**src/rtl/adne_pkg.sv**
```systemverilog
package adne_pkg;

   // ascii codes used by the echo
   localparam logic [7:0] CH_NL   = 8'h0A;
   localparam logic [7:0] CH_CR   = 8'h0D;
   localparam logic [7:0] CH_ZERO = 8'h30;
   localparam logic [7:0] CH_NINE = 8'h39;

   // request kinds carried on tuser
   localparam logic MODE_RX = 1'b0;
   localparam logic MODE_TX = 1'b1;

   // line end phase codes
   localparam logic [1:0] PHASE_FETCH = 2'd0;
   localparam logic [1:0] PHASE_NL    = 2'd1;
   localparam logic [1:0] PHASE_CR    = 2'd2;

   // five bcd digits cover a 16-bit value, 16 shift steps
   localparam int BCD_DIGITS = 5;
   localparam int VALUE_BITS = 16;

   typedef enum logic [1:0] {
      EMIT_DIGIT,
      EMIT_NL,
      EMIT_CR
   } emit_sel_type;

   typedef struct packed {
      logic         rx_step;
      logic         emit;
      emit_sel_type emit_sel;
      logic         phase_set;
      logic [1:0]   phase_value;
      logic         fetch;
      logic         load;
      logic         shift;
      logic         finish;
   } adne_cmd_type;

   typedef struct packed {
      logic       digits_nz;
      logic [1:0] phase;
      logic       queue_nonempty;
      logic       conv_last;
      logic       rsp_busy;
   } adne_status_type;

endpackage

```
**src/rtl/adne_ctrl.sv**
```systemverilog
module adne_ctrl (
   input  logic                      clock,
   input  logic                      reset,
   input  logic                      req_tvalid,
   input  logic                      req_mode,
   output logic                      req_tready,
   input  adne_pkg::adne_status_type status,
   output adne_pkg::adne_cmd_type    cmd
);
   import adne_pkg::*;

   typedef enum logic [1:0] {
      S_IDLE,
      S_LOAD,
      S_CONV,
      S_DONE
   } state_type;

   state_type state_ff;
   state_type state_in;
   logic      accept;

   assign req_tready = (state_ff == S_IDLE) && !status.rsp_busy;
   assign accept     = req_tvalid && req_tready;

   always_comb begin
      cmd         = '0;
      cmd.emit_sel = EMIT_DIGIT;
      state_in    = state_ff;
      unique case (state_ff)
         S_IDLE: begin
            if (accept && (req_mode == MODE_RX)) begin
               cmd.rx_step = 1'b1;
            end else if (accept) begin
               priority if (status.digits_nz) begin
                  cmd.emit     = 1'b1;
                  cmd.emit_sel = EMIT_DIGIT;
               end else if (status.phase == PHASE_NL) begin
                  cmd.emit        = 1'b1;
                  cmd.emit_sel    = EMIT_NL;
                  cmd.phase_set   = 1'b1;
                  cmd.phase_value = PHASE_CR;
               end else if (status.phase == PHASE_CR) begin
                  cmd.emit        = 1'b1;
                  cmd.emit_sel    = EMIT_CR;
                  cmd.phase_set   = 1'b1;
                  cmd.phase_value = PHASE_FETCH;
               end else if (status.phase == PHASE_FETCH) begin
                  if (status.queue_nonempty) begin
                     cmd.fetch = 1'b1;
                     state_in  = S_LOAD;
                  end
               end else begin
                  // unused phase code falls back to fetch
                  cmd.phase_set   = 1'b1;
                  cmd.phase_value = PHASE_FETCH;
               end
            end
         end
         S_LOAD: begin
            cmd.load = 1'b1;
            state_in = S_CONV;
         end
         S_CONV: begin
            cmd.shift = 1'b1;
            if (status.conv_last) begin
               state_in = S_DONE;
            end
         end
         S_DONE: begin
            cmd.finish = 1'b1;
            state_in   = S_IDLE;
         end
         default: begin
            state_in = S_IDLE;
         end
      endcase
   end

   always_ff @(posedge clock) begin
      if (reset) begin
         state_ff <= S_IDLE;
      end else begin
         state_ff <= state_in;
      end
   end

endmodule

```
**src/rtl/adne_dpath.sv**
```systemverilog
module adne_dpath #(
   parameter int QUEUE_DEPTH = 16
) (
   input  logic                      clock,
   input  logic                      reset,
   input  logic [7:0]                rx_byte,
   input  adne_pkg::adne_cmd_type    cmd,
   output adne_pkg::adne_status_type status,
   output logic                      rsp_tvalid,
   input  logic                      rsp_tready,
   output logic [7:0]                rsp_tdata
);
   import adne_pkg::*;

   localparam int PW = $clog2(QUEUE_DEPTH);
   localparam int CW = $clog2(QUEUE_DEPTH + 1);
   localparam int BW = 4 * BCD_DIGITS;
   localparam int SW = $clog2(VALUE_BITS);

   logic [VALUE_BITS-1:0] mem [QUEUE_DEPTH];
   logic [VALUE_BITS-1:0] rd_data_ff;

   logic [VALUE_BITS-1:0] acc_ff, acc_in;
   logic [PW-1:0]         head_ff, head_in, tail_ff, tail_in;
   logic [CW-1:0]         count_ff, count_in;
   logic [2:0]            digits_ff, digits_in;
   logic [1:0]            phase_ff, phase_in;
   logic [VALUE_BITS-1:0] bin_ff, bin_in;
   logic [BW-1:0]         bcd_ff, bcd_in, bcd_adj;
   logic [SW-1:0]         shift_cnt_ff, shift_cnt_in;
   logic                  rsp_valid_ff, rsp_valid_in;
   logic [7:0]            rsp_data_ff, rsp_data_in;

   logic                  is_digit;
   logic                  push;
   logic [7:0]            digit_off;
   logic [3:0]            cur_digit;
   logic [2:0]            digit_count;

   assign is_digit  = (rx_byte >= CH_ZERO) && (rx_byte <= CH_NINE);
   assign digit_off = rx_byte - CH_ZERO;
   assign push      = cmd.rx_step && (rx_byte == CH_CR) && (count_ff < CW'(QUEUE_DEPTH));

   // add 3 to every digit of 5 or more before the shift
   always_comb begin
      for (int i = 0; i < BCD_DIGITS; i++) begin
         bcd_adj[4*i +: 4] = (bcd_ff[4*i +: 4] >= 4'd5) ? bcd_ff[4*i +: 4] + 4'd3
                                                         : bcd_ff[4*i +: 4];
      end
   end

   // number of significant digits, at least one
   always_comb begin
      priority if (bcd_ff[19:16] != 4'd0) begin
         digit_count = 3'd5;
      end else if (bcd_ff[15:12] != 4'd0) begin
         digit_count = 3'd4;
      end else if (bcd_ff[11:8] != 4'd0) begin
         digit_count = 3'd3;
      end else if (bcd_ff[7:4] != 4'd0) begin
         digit_count = 3'd2;
      end else begin
         digit_count = 3'd1;
      end
   end

   always_comb begin
      unique case (digits_ff)
         3'd2:    cur_digit = bcd_ff[7:4];
         3'd3:    cur_digit = bcd_ff[11:8];
         3'd4:    cur_digit = bcd_ff[15:12];
         3'd5:    cur_digit = bcd_ff[19:16];
         default: cur_digit = bcd_ff[3:0];
      endcase
   end

   always_comb begin
      acc_in       = acc_ff;
      head_in      = head_ff;
      tail_in      = tail_ff;
      count_in     = count_ff;
      digits_in    = digits_ff;
      phase_in     = phase_ff;
      bin_in       = bin_ff;
      bcd_in       = bcd_ff;
      shift_cnt_in = shift_cnt_ff;
      rsp_valid_in = rsp_valid_ff && !rsp_tready;
      rsp_data_in  = rsp_data_ff;

      if (cmd.rx_step) begin
         if (is_digit) begin
            acc_in = (acc_ff << 3) + (acc_ff << 1) + {8'd0, digit_off};
         end else begin
            acc_in = '0;
         end
      end
      if (push) begin
         tail_in  = (tail_ff == PW'(QUEUE_DEPTH - 1)) ? '0 : tail_ff + 1'b1;
         count_in = count_ff + 1'b1;
      end
      if (cmd.fetch) begin
         head_in  = (head_ff == PW'(QUEUE_DEPTH - 1)) ? '0 : head_ff + 1'b1;
         count_in = count_ff - 1'b1;
      end
      if (cmd.emit) begin
         rsp_valid_in = 1'b1;
         unique case (cmd.emit_sel)
            EMIT_NL: rsp_data_in = CH_NL;
            EMIT_CR: rsp_data_in = CH_CR;
            default: begin
               rsp_data_in = CH_ZERO + {4'd0, cur_digit};
               digits_in   = digits_ff - 1'b1;
            end
         endcase
      end
      if (cmd.phase_set) begin
         phase_in = cmd.phase_value;
      end
      if (cmd.load) begin
         bin_in       = rd_data_ff;
         bcd_in       = '0;
         shift_cnt_in = '0;
      end
      if (cmd.shift) begin
         bcd_in       = {bcd_adj[BW-2:0], bin_ff[VALUE_BITS-1]};
         bin_in       = {bin_ff[VALUE_BITS-2:0], 1'b0};
         shift_cnt_in = shift_cnt_ff + 1'b1;
      end
      if (cmd.finish) begin
         digits_in = digit_count;
         phase_in  = PHASE_NL;
      end
   end

   always_ff @(posedge clock) begin
      if (push) begin
         mem[tail_ff] <= acc_ff;
      end
      if (cmd.fetch) begin
         rd_data_ff <= mem[head_ff];
      end
   end

   always_ff @(posedge clock) begin
      if (reset) begin
         acc_ff       <= '0;
         head_ff      <= '0;
         tail_ff      <= '0;
         count_ff     <= '0;
         digits_ff    <= '0;
         phase_ff     <= PHASE_NL;
         shift_cnt_ff <= '0;
         rsp_valid_ff <= 1'b0;
      end else begin
         acc_ff       <= acc_in;
         head_ff      <= head_in;
         tail_ff      <= tail_in;
         count_ff     <= count_in;
         digits_ff    <= digits_in;
         phase_ff     <= phase_in;
         shift_cnt_ff <= shift_cnt_in;
         rsp_valid_ff <= rsp_valid_in;
      end
      bin_ff      <= bin_in;
      bcd_ff      <= bcd_in;
      rsp_data_ff <= rsp_data_in;
   end

   assign status.digits_nz      = (digits_ff != 3'd0);
   assign status.phase          = phase_ff;
   assign status.queue_nonempty = (count_ff != '0);
   assign status.conv_last      = (shift_cnt_ff == SW'(VALUE_BITS - 1));
   assign status.rsp_busy       = rsp_valid_ff && !rsp_tready;

   assign rsp_tvalid = rsp_valid_ff;
   assign rsp_tdata  = rsp_data_ff;

endmodule

```
**src/rtl/ascii_decimal_number_echo.sv**
```systemverilog
// receive request: done when taken, next request the cycle after if the output register is free
// transmit request that sends a byte: byte shows in the output register in the cycle after
// transmit request that pulls a value: read, load, 16 bcd shift steps, digit count
// outside a value pull, a request waits only while the output register holds an untaken byte
// synchronous active-high reset clears accumulator, queue pointers and count, phase to newline
// queue storage is not cleared by reset
module ascii_decimal_number_echo #(
   parameter int QUEUE_DEPTH = 16
) (
   input  logic       clock,
   input  logic       reset,
   // request channel
   input  logic       req_tvalid,
   output logic       req_tready,
   input  logic [7:0] req_tdata,   // [7:0] rx_byte
   input  logic       req_tuser,   // [0] mode: 0 received byte, 1 transmitter ready
   // result channel
   output logic       rsp_tvalid,
   input  logic       rsp_tready,
   output logic [7:0] rsp_tdata    // [7:0] tx_byte
);
   import adne_pkg::*;

   // command and status between controller and datapath
   adne_cmd_type    cmd;
   adne_status_type status;

   // controller: decides what each request does and sequences the conversion
   adne_ctrl u_ctrl (
      .clock      (clock),
      .reset      (reset),
      .req_tvalid (req_tvalid),
      .req_mode   (req_tuser),
      .req_tready (req_tready),
      .status     (status),
      .cmd        (cmd)
   );

   // datapath: accumulator, value queue, binary to bcd shifter, output register
   adne_dpath #(
      .QUEUE_DEPTH (QUEUE_DEPTH)
   ) u_dpath (
      .clock      (clock),
      .reset      (reset),
      .rx_byte    (req_tdata),
      .cmd        (cmd),
      .status     (status),
      .rsp_tvalid (rsp_tvalid),
      .rsp_tready (rsp_tready),
      .rsp_tdata  (rsp_tdata)
   );

endmodule
```
**config.mk**
```make
export PLATFORM = sky130hd
export DESIGN_NAME = ascii_decimal_number_echo
export DESIGN_NICKNAME = d
export VERILOG_FILES = /design/src/rtl/adne_pkg.sv /design/src/rtl/adne_ctrl.sv /design/src/rtl/adne_dpath.sv /design/src/rtl/ascii_decimal_number_echo.sv
export SDC_FILE = /design/constraint.sdc
export NUM_CORES = 1
export LEC_CHECK = 0
export ABC_AREA = 1
export BUFFER_PORTS_ARGS = -buffer_cell sky130_fd_sc_hd__buf_2
export CORE_MARGIN = 2
export CORE_UTILIZATION = 40
export CTS_BUF_LIST = sky130_fd_sc_hd__clkbuf_16
export CTS_CLUSTER_SIZE = 12
export DETAILED_ROUTE_END_ITERATION = 7
export GPL_ROUTABILITY_DRIVEN = 0
export PLACE_DENSITY_LB_ADDON = 0.15
export SYNTH_ARGS = -nofsm -noshare
export SYNTH_HDL_FRONTEND = slang
export SYNTH_SLANG_ARGS = --single-unit
```
**constraint.sdc**
```tcl
create_clock -name clock -period 4.3 [get_ports clock]
set_input_delay 0.43 -clock clock [delete_from_list [all_inputs] [get_ports clock]]
set_output_delay 0.43 -clock clock [all_outputs]
set_load 0.02 [all_outputs]
```
==> results of run 1 <==
metal layers:
layer | share of wire (%) | global-route usage, % | routed length, um
met5 | 0 | 0 | 0
met4 | 2.1 | 5.68 | 795
met3 | 4.3 | 2.48 | 1630
met2 | 47 | 30.0 | 17700
met1 | 47 | 26.1 | 17900
path summary, 6_finish.rpt:
kind                                           start                   to  slack, ns  cells after the start
worst max-delay path            u_dpath.digits_ff[0]  u_dpath.count_ff[4]       1.33                     15
worst min-delay path                    req_tdata[0]    u_dpath.acc_ff[0]       0.14                      3
worst max register to register  u_dpath.digits_ff[0]  u_dpath.count_ff[4]       1.33                     15
worst min register to register   u_dpath.phase_ff[0]  u_dpath.phase_ff[0]       0.47                      2
layout by cell type, fill, tap and decap left out, types with 3 or more instances in the layout:
| master | n |
|---|---|
| edfxtp_1 | 312 |
| nor2_1 | 255 |
| nand2_1 | 193 |
| o21ai_0 | 140 |
| inv_1 | 116 |
| nand3_1 | 63 |
| ha_1 | 58 |
| a21oi_1 | 51 |
| clkbuf_16 | 41 |
| dfxtp_1 | 40 |
| o211ai_1 | 33 |
| o32ai_1 | 32 |
| buf_2 | 20 |
| nor2_2 | 19 |
| buf_4 | 19 |
| o21ai_1 | 11 |
| clkinv_2 | 10 |
| xor2_1 | 10 |
| clkinv_1 | 9 |
| nand3_2 | 8 |
| nor3_1 | 8 |
| fa_1 | 7 |
| inv_2 | 6 |
| nand2_2 | 6 |
| nand4_1 | 6 |
| or2_2 | 6 |
| a21oi_2 | 5 |
| o22ai_1 | 4 |
| nor2_4 | 3 |
| o31ai_1 | 3 |
| nand3b_1 | 3 |
| a22oi_1 | 3 |
sequential cells by signal, summed over array words and instances, names as in the netlist, 4 cells and up:
register and flops:
u_dpath.acc_ff 16, u_dpath.count_ff 5, u_dpath.tail_ff 4, u_dpath.mem 256, u_dpath.shift_cnt_ff 4, u_dpath.rd_data_ff 16, u_dpath.head_ff 4, u_dpath.bin_ff 16
u_dpath.rsp_tdata 5, u_dpath.bcd_ff 20
per-stage QoR:
step	power (uW)	hold slack [ns]
after global routing	8940	0.162
after CTS	8630	0.107
after detailed placement	5370	0.464
final	8540	0.136
after global placement	5340	0.462
after floorplan	5030	0.444
where the power goes:
group	internal [uW]	leakage [uW]	switching, uW
registers	4010	0.00346	127
logic	337	0.00277	805
clock network	1860	0.000647	1390
total	6210	0.00688	2320
worst max-delay path, stage by stage, from the launching register on:
cell and delay [ns]:
dfxtp_1 0.33, inv_1 0.12, ha_1 0.23, inv_1 0.07, nor2_2 0.13, nand3_2 0.13, nor2_4 0.14, nand2_2 0.09
nor2_4 0.64, ha_1 0.39, a21oi_1 0.14, o21ai_0 0.15, nor2_1 0.13, nand2_1 0.05, nand2_1 0.05, nor2_1 0.05
cell families after synthesis:
logic type,after synthesis
buffers and inverters,182
AO/OA/AOI/OAI,291
other,1
AND/OR/NAND/NOR,576
XOR/XNOR,12
adder cells (fa/ha/maj),65
flip-flops,354
area by class of cell:
type                       count  area, sq um  share of cell area, %
sequential                   354        10200                   56.7
multi-input combinational    946         5200                   28.8
clock buffer                  41         1030                   5.69
tap                          525          657                   3.64
inverter                     118          448                   2.49
timing repair buffer          39          243                   1.35
clock inverter                33          234                   1.30
==> impl_results.md, run 1 <==
* IO Port Bufs at 20
* H-tree depth at 2
* Fin util at about 45%
* Largest family of logic cells by synthesized area: simple AND/OR/NAND/NOR gates
* Worst-path clk slew at ~0.060 ns
* Wire per inst at roughly 18 um
* Post-synth top area cell: edfxtp_1
* Multiplexer share of the synthesized area at 0%
* Maximum clock path buffer count at 3
* Core area at roughly 40,000 sq um
* Post-CTS setup buffers at 0
* Final worst slack at 1.33 ns
* Grt ovf at 0
* Max-Cap Viols at 0
* Final Hold Viols at 0
* Clock Skew at approximately 0.031 ns
* Skew-Pair Late Insertion Delay at around 0.57 ns
* Vias in the first global route at ~10,000
* Slew at the pin with the worst max-slew slack at 1.08 ns
* Compound-cell area share of the yosys netlist at 10.7%
* Die X at 205 um
* Setup CP Type: register to register
* # DRC at 0
* Synth-to-layout area growth at 11.6%
* Post-synthesis adder-cell area fraction at under 10%
* Synth area leaders: edfxtp_1, nor2_1, dfxtp_1, ha_1, nand2_1
* CTS tree: built
* Synth Instances at about 1,500
* Relative slew slack at between 20 and 30%
* Simple-gate area share of the yosys netlist at 15.2%
* Ys flop type: edfxtp_1
* Drt pass-1 iters at 5
* Fill count at roughly 3,800
* Final wirelength at 38,000 um
* Fraction of layout cells with a size suffix above 1 at between 10% and 20%
* HPWL Detailed at about 24,000 um
* Post-CTS sizing at 0
* Final antenna-violating net count at 0
* Row cnt at 73
* Placed Instances at ~2,000
* DRT iter0 DRCs at 758
* Chip height at 205 um
* Status: finished clean
* Placed inst area at between 15,000 and 20,000 sq um
* Die ar. at roughly 42,000 sq um
* Number of synthesized flops with an enable pin at roughly 310
* Hold Buf Count CTS at 0
* Number of synthesized register bits at around 350
* Via density at around 5.2
* Top-count cell post-synth: edfxtp_1
* Total GRT Usage at between 10% and 20%
* Initial Utilization at about two fifths
* Nets at between 1,500 and 2,000
* Setup TNS at 0 ns
* DP Worst Slack at between 1 and 1.5 ns
* Worst hold path type: input pin to register
* IR drop worst, VDD at approximately 0.25 mV
* Root buf cell: clkbuf_16
* Synth cell types at 50
* RSZ-0062 raised after global routing: false
* Diode count at 0
* Power per cell area at around 470 nW/um^2
* First-pass GRT wire length at 59,800 um
* Antenna violations before repair at 0
* Mean area per synthesized cell at ~11 sq um
* Non-Filler Instances at roughly 2,100
* Largest net degree at the start of global routing at 94
* Leakage power at about 0.0069 uW
* Slew Viols, Final at 0
* Setup crit end kind: register
* Critical Path RT at 4.75 ns
* Post-synthesis xor/xnor area fraction at 0.651%
* Post-synth top cells: edfxtp_1, nor2_1, nand2_1, o21ai_0, inv_1
* Sequential area share after synthesis at a little over three fifths
* Synth async-reset ratio at 0%
* Worst Path Max Fanout at 22
* Number of setup violations in the final report at 0
* TritonCTS sink count at 354
* Total CTS buffers at 41
* Worst EP arrival at roughly 3.4 ns
* Max Fclk at roughly 340 MHz
* Top cell type's share of synthesized area at 58.0%
* Mapped Area at roughly 16,000 sq um
* Final period util at 69.0%
* Design area at ~18,000 sq um
* I/O pins at 23
* Tmin final at 2.97 ns
* DR vias at 10,700
* Synthesis Warnings at 0
* CP startpoint kind: register
(Power assumes the default switching activity.)
==> inputs of run 2 (changes only) <==
==> constraint.sdc (replaced) <==
create_clock -name clock -period 2.7 [get_ports clock]
set_input_delay 0.27 -clock clock [delete_from_list [all_inputs] [get_ports clock]]
set_output_delay 0.27 -clock clock [all_outputs]
set_load 0.02 [all_outputs]
==> impl_results.md, run 2 (synthesis results as in run 1) <==
* Status: finished clean
* Fraction of layout cells with a size suffix above 1 at 12.9% (+2.3 points)
* Met3 usage at 2.96% (+0.48 points)
* Setup crit end kind: register
* Placed Instances at 2,029 (+2.4%)
* Top Usage Layer GRT: met2
* Worst-path cell chain: inv_1, ha_1, nand3_4, nor2_4, nand2_2, inv_2, nand2_1, nor2_2, buf_4
* Design area at 18,400 sq um (+2.2%)
* CP Buf/Inv Count at 3 (+1)
* Setup CP Type: register to register
* DR vias at 10,800 (+0.63%)
* Largest registers: u_dpath.mem (256), u_dpath.bcd_ff (20)
* Leakage power at 0.00715 uW (+3.8%)
* H-tree depth at 2 (unchanged)
* Die X at 205 um (unchanged)
* Final antenna-violating net count at 0 (unchanged)
* Placed inst area at 17,200 sq um (+2.5%)
* Antenna violations before repair at 1 (+1)
* Non-Filler Instances at 2,102 (+2.2%)
* Vias in the first global route at 10,600 (+1.5%)
* Final Hold Viols at 0 (unchanged)
* IR drop worst, VDD at 0.461 mV (+87%)
* Clock Skew at 0.0293 ns (-0.00165 ns)
* Met2 Track Usage GR at 31.6% (+1.6 points)
* Critical-path top delay cell: dfxtp_1
* Max reg flops at 256 (unchanged)
* RSZ-0062 raised after global routing: false
* Initial Utilization at 40.6% (unchanged)
* Largest net degree at the start of global routing at 101 (+7.4%)
* Worst Path Max Fanout at 12 (-45%)
* Via density at 5.14 (-1.6%)
* Power per cell area at 733 nW/um^2 (+55%)
* Worst EP arrival at 2.64 ns (-0.77 ns)
* Grt ovf at 0 (unchanged)
* Maximum clock path buffer count at 3 (unchanged)
* Core area at 39,800 sq um (unchanged)
* TritonCTS sink count at 354 (unchanged)
* # DRC at 0 (unchanged)
* Max Fclk at 417 MHz (+24%)
* Drt pass-1 iters at 4 (-1)
* Final period util at 88.9% (+20 points)
* CTS tree: built
* Worst-path clk slew at 0.06 ns (about the same)
* Synth-to-layout area growth at 14.1%
* Slew Viols, Final at 0 (unchanged)
* Wire per inst at 18.3 um (-1.0%)
* Worst hold path type: input pin to register
* Tmin final at 2.40 ns (-0.567 ns)
* Total GRT Usage at 18.9% (+0.33 points)
* Die ar. at 42,000 sq um (unchanged)
* Nets at 1,625 (+3.0%)
* R2R Setup Slk at 0.30 ns (-1.03 ns)
* Skew-Pair Late Insertion Delay at 0.57 ns (about the same)
* IO Port Bufs at 20 (unchanged)
* Slew at the pin with the worst max-slew slack at 1.21 ns (+0.126 ns)
* Total CTS buffers at 40 (-2.4%)
* DRT iter0 DRCs at 592 (-22%)
* Chip height at 205 um (unchanged)
* Critical Path RT at 2.94 ns (-1.81 ns)
* Routing usage on met1 at 25.0% (-1.1 points)
* Relative slew slack at 19.3% (-8.6 points)
* Root buf cell: clkbuf_16
* Commonest non-fill, non-tap cell in the layout: edfxtp_1
* Highest-count cells in the layout ignoring fill and taps: edfxtp_1, nor2_1, nand2_1, o21ai_0, inv_1
* Row cnt at 73 (unchanged)
* Final Hold Slack at 0.0417 ns (-0.0943 ns)
* Final worst slack at 0.300 ns (-1.03 ns)
* Top reg by flops: u_dpath.mem
* Number of setup violations in the final report at 0 (unchanged)
* Max-Cap Viols at 0 (unchanged)
* Final wirelength at 38,400 um (+1.2%)
* HPWL Detailed at 25,100 um (+4.8%)
* CP top delay family: simple AND/OR/NAND/NOR gates
* Crit-path max cell delay at 0.34 ns (-0.30 ns)
* DP Worst Slack at 0.154 ns (-1.18 ns)
* Setup TNS at 0 ns (unchanged)
* CP startpoint kind: register
* First-pass GRT wire length at 60,400 um (+1.1%)
* I/O pins at 23 (unchanged)
-- run 2: cell count changes in the layout (fill, tap and decap cells not counted), sizes merged --
| cell | before | now |
|---|---|---|
| clkbuf | 41 | 40 |
| clkinvlp | 2 | 1 |
| dlygate4sd3 | 0 | 1 |
| diode | 0 | 1 |
| inv | 124 | 127 |
| clkinv | 23 | 19 |
| buf | 39 | 86 |
-- run 2: path summary, 6_finish.rpt --
kind                                          start                  end  cells past startpoint
worst max-delay path             u_ctrl.state_ff[1]   u_dpath.mem[5][12]                      9
worst min-delay path                     rsp_tready   u_dpath.rsp_tvalid                      4
worst max register to register   u_ctrl.state_ff[1]   u_dpath.mem[5][12]                      9
worst min register to register  u_dpath.phase_ff[0]  u_dpath.phase_ff[0]                      2
-- run 2: tightest hold or removal path: cells and delay by family --
family | cells | cell delay [ns]
simple gates | 3 | 0.18
buf+inv | 1 | 0.10
-- run 2: final cells by class --
| class | instances | area (sq um) |
|---|---|---|
| fillers | 3717 | 21400 |
| flip-flops and latches | 354 | 10200 |
| multi-input cells | 946 | 5200 |
| clock buffers | 40 | 1000 |
| repair buffers | 87 | 681 |
| well taps | 525 | 657 |
| inverters | 118 | 448 |
| clock inverters | 31 | 224 |
| diodes | 1 | 2.50 |
-- run 2: per-layer routing --
metal	routed length [um]	up-vias
met5	0	-
met4	910	0
met3	1640	56
met2	18500	188
met1	17400	5252
li1	-	5316
-- run 2: stage by stage --
step / util [%] / total power (uW)
floorplan: - / 8010
global placement: 43.2 / 8480
detailed placement: 43.2 / 8520
CTS: 46.3 / 13700
global route: 46.3 / 14200
finish: 46.3 / 13500
-- run 2: repair_timing --
item | in CTS | in global routing
gates resized for setup | 0 | 1
buffers inserted | 0 | 0
endpoints found under the setup margin | 0 | 1
endpoints found under the hold margin | 1 | 0
hold buffers | 1 | 0
-- run 2: where the power goes --
group          total [uW]  internal (uW)  switching [uW]
Combinational        1800            542            1260
Clock                5110           2900            2210
Sequential           6590           6390             202
==> inputs of run 3 (changes only) <==
--- a/config.mk
+++ b/config.mk
@@ -5,9 +5,8 @@
 export SDC_FILE = /design/constraint.sdc
 export NUM_CORES = 1
 export LEC_CHECK = 0
-export ABC_AREA = 1
 export BUFFER_PORTS_ARGS = -buffer_cell sky130_fd_sc_hd__buf_2
-export CORE_MARGIN = 2
+export CORE_MARGIN = 8
 export CORE_UTILIZATION = 40
 export CTS_BUF_LIST = sky130_fd_sc_hd__clkbuf_16
 export CTS_CLUSTER_SIZE = 12
==> impl_results.md, run 3 <==
* Status: finished clean
* Synth Instances at 992 (-33%)
* CP startpoint kind: register
* Skew-Pair Late Insertion Delay at 0.53 ns (-0.04 ns)
* Sequential cell fraction of total power at 52.5% (+3.7 points)
* Commonest non-fill, non-tap cell in the layout: edfxtp_1
* Die X at 212 um (+3.6%)
* Largest registers: u_dpath.mem (256), u_dpath.bcd_ff (20)
* Diode count at 0 (-1)
* Synth async-reset ratio at 0% (unchanged)
* Switching Share at 20.5% (-6.7 points)
* Post-synth top cells: edfxtp_1, nor2_1, mux4_2, a21oi_1, ha_1
* Chip height at 212 um (+3.6%)
* Antenna violations before repair at 0 (-1)
* Max Fclk at 390 MHz (-6.5%)
* IO Port Bufs at 20 (unchanged)
* Ys flop type: edfxtp_1
* Die ar. at 45,100 sq um (+7.3%)
* Worst EP arrival at 3.00 ns (+0.36 ns)
* I/O pins at 23 (unchanged)
* Internal cell power at 8980 uW (-8.7%)
* Final worst slack at 0.133 ns (-0.167 ns)
* Reg2Reg Depth at 11 (+2)
* Maximum clock path buffer count at 3 (unchanged)
* Synth cell types at 54 (+8.0%)
* Clock Skew at 0.0122 ns (-0.0171 ns)
* Setup TNS at 0 ns (unchanged)
* Highest-count cells in the layout ignoring fill and taps: edfxtp_1, nor2_1, mux4_2, a21oi_1, inv_1
* H-tree depth at 2 (unchanged)
* # DRC at 0 (unchanged)
* Top-count cell post-synth: edfxtp_1
* Row cnt at 72 (-1.4%)
* Non-Filler Instances at 1,638 (-22%)
* IR drop worst, VDD at 0.470 mV (+1.9%)
* Relative slew slack at 25.3% (+6.0 points)
* Number of synthesized register bits at 354 (unchanged)
* Synth area leaders: edfxtp_1, mux4_2, dfxtp_1, ha_1, a21oi_1
* Core area at 38,400 sq um (-3.6%)
* Combinational power share at 3.4% (-9.9 points)
* Wire per inst at 18.8 um (+3.0%)
* Worst Path Max Fanout at 3 (-9)
* Mapped Area at 15,400 sq um (-4.6%)
* Final antenna-violating net count at 0 (unchanged)
* Mean area per synthesized cell at 15.5 sq um (+42%)
* Nets at 1,166 (-28%)
* Sequential area share after synthesis at 66.2% (+3.1 points)
* Setup crit end kind: register
* Post-synth top area cell: edfxtp_1
* Hold_sp: rsp_tready
* Reg-to-reg endpoint: u_dpath.acc_ff[12]
* Register area at 10,200 sq um (about the same)
* Critical Path RT at 3.13 ns (+0.19 ns)
* R2r startpoint: u_dpath.acc_ff[1]
* Number of synthesized flops with an enable pin at 312 (unchanged)
* Vias in the first global route at 8,555 (-19%)
* R2R Setup Slk at 0.13 ns (-0.17 ns)
* Setup CP Type: register to register
* Design area at 18,200 sq um (-1.5%)
* Final period util at 95.1% (+6.2 points)
* Largest net degree at the start of global routing at 44 (-56%)
* Via density at 5.11 (-0.74%)
* Fraction of layout cells with a size suffix above 1 at 23.0% (+10 points)
* Number of setup violations in the final report at 0 (unchanged)
* Final wirelength at 30,800 um (-20%)
* First-pass GRT wire length at 49,400 um (-18%)
* WHS Path Cells at 3 (-1)
* Max reg flops at 256 (unchanged)
* Leakage power at 0.00655 uW (-8.4%)
* DP Worst Slack at -0.212 ns (-0.366 ns)
* Placed inst area at 16,900 sq um (-1.9%)
* Top cell type's share of synthesized area at 60.8% (+2.8 points)
* Area of the multi-input gates at 4930 sq um (-5.2%)
* Synth-to-layout area growth at 17.8%
* RSZ-0062 raised after global routing: true
* Root buf cell: clkbuf_16
* Slew at the pin with the worst max-slew slack at 1.12 ns (-0.0876 ns)
* DR vias at 8,363 (-23%)
* Final Hold Viols at 0 (unchanged)
* HPWL Detailed at 20,000 um (-20%)
* Worst Hold Path EP: u_dpath.rsp_tvalid
* Slew Viols, Final at 0 (unchanged)
* Synthesis Warnings at 0 (unchanged)
* Tmin final at 2.57 ns (+0.167 ns)
* CTS tree: built
* Power per cell area at 622 nW/um^2 (-15%)
* Drt pass-1 iters at 4 (unchanged)
* Fill count at 3,365 (-9.5%)
* Max-Cap Viols at 0 (unchanged)
* Clk pwr share at 44.1% (+6.3 points)
* Initial Utilization at 40.2% (-0.41 points)
* Grt ovf at 0 (unchanged)
* DRT iter0 DRCs at 518 (-13%)
* Top reg by flops: u_dpath.mem
* Total GRT Usage at 14.1% (-4.8 points)
* Placed Instances at 1,561 (-23%)
* Worst hold path type: input pin to register
* TritonCTS sink count at 354 (unchanged)
* Switching power at 2310 uW (-37%)
* Worst-path clk slew at 0.06 ns (about the same)
* Total CTS buffers at 40 (unchanged)
run 3: cell types whose count changed after synthesis, sizes merged, moves of 32 or more:
cell   before  now
nand2     200   50
o21ai     153   20
mux4        0   64
o32ai      32    0
nor2      278   74
inv       116   48
nand3      73    7
run 3: cell families (layout without fill, tap and decap cells):
kind of cell,after synthesis,after routing,share of synthesized area (%)
other,1,2,0.0243
DFF,354,354,66.2
muxes,90,90,11.0
buffers and inverters,94,221,2.45
and+or+nand+nor,195,195,6.14
adders and majority gates,65,65,5.62
xor gates and xnor gates,29,29,1.65
AOI/OAI and AO/OA,164,164,6.84
run 3: routing by layer:
metal	track usage [%]	part of all wire [%]	wire [um]
met5	0	0	0
met4	4.05	2.0	625
met3	2.03	3.0	924
met2	23.3	49	15000
met1	19.2	46	14300
run 3: worst max-delay path: stages (launching register included):
cell      delay [ns]
dfxtp_2         0.34
inv_1           0.06
fa_1            0.49
inv_1           0.06
ha_4            0.24
nor2b_1         0.13
o21ai_2         0.18
a21oi_2         0.09
o211ai_1        0.41
a21oi_2         0.11
o21a_1          0.19
o31ai_1         0.18
run 3: worst max path at each step:
| stage | startpoint | to |
|---|---|---|
| after detailed placement | req_tdata[4] | u_dpath.acc_ff[15] |
| after global routing | u_dpath.acc_ff[1] | u_dpath.acc_ff[12] |
| after global placement | req_tdata[4] | u_dpath.acc_ff[15] |
| final | u_dpath.acc_ff[1] | u_dpath.acc_ff[12] |
| after floorplan | u_dpath.digits_ff[0] | u_dpath.count_ff[4] |
| after CTS | u_dpath.acc_ff[1] | u_dpath.acc_ff[12] |
run 3: repair_timing:
action | 4_1_cts | 5_1_grt
endpoints found under the hold margin | 1 | 0
hold buffers | 1 | 0
setup endpoints to repair | 0 | 38
resized for setup | 0 | 16
buffers inserted | 0 | 2
run 3: stage by stage:
step | power [uW] | hold slack (ns) | utilization [%]
2_1_floorplan | 6280 | 0.418 | -
3_3_place_gp | 6410 | 0.479 | 43.9
3_5_place_dp | 6420 | 0.486 | 43.9
4_1_cts | 11400 | 0.0372 | 47.2
5_1_grt | 11700 | 0.0710 | 47.3
6_report | 11300 | 0.0642 | 47.3
run 3: final cells by class:
class	instances	area share (%)
multi-input cells	545	27.1
repair buffers	99	5.23
clock buffers	42	5.79
well taps	518	3.57
clock inverters	32	0.972
inverters	48	0.992
flip-flops and latches	354	56.3
run 3: power by group through the flow:
| stage | sequential (uW) | clock (uW) | combinational (uW) |
|---|---|---|---|
| 2_1_floorplan | 6060 | 0 | 222 |
| 3_3_place_gp | 6040 | 0 | 369 |
| 3_5_place_dp | 6040 | 0 | 375 |
| 4_1_cts | 5930 | 5130 | 379 |
| 5_1_grt | 5930 | 5340 | 427 |
| 6_report | 5930 | 4980 | 381 |
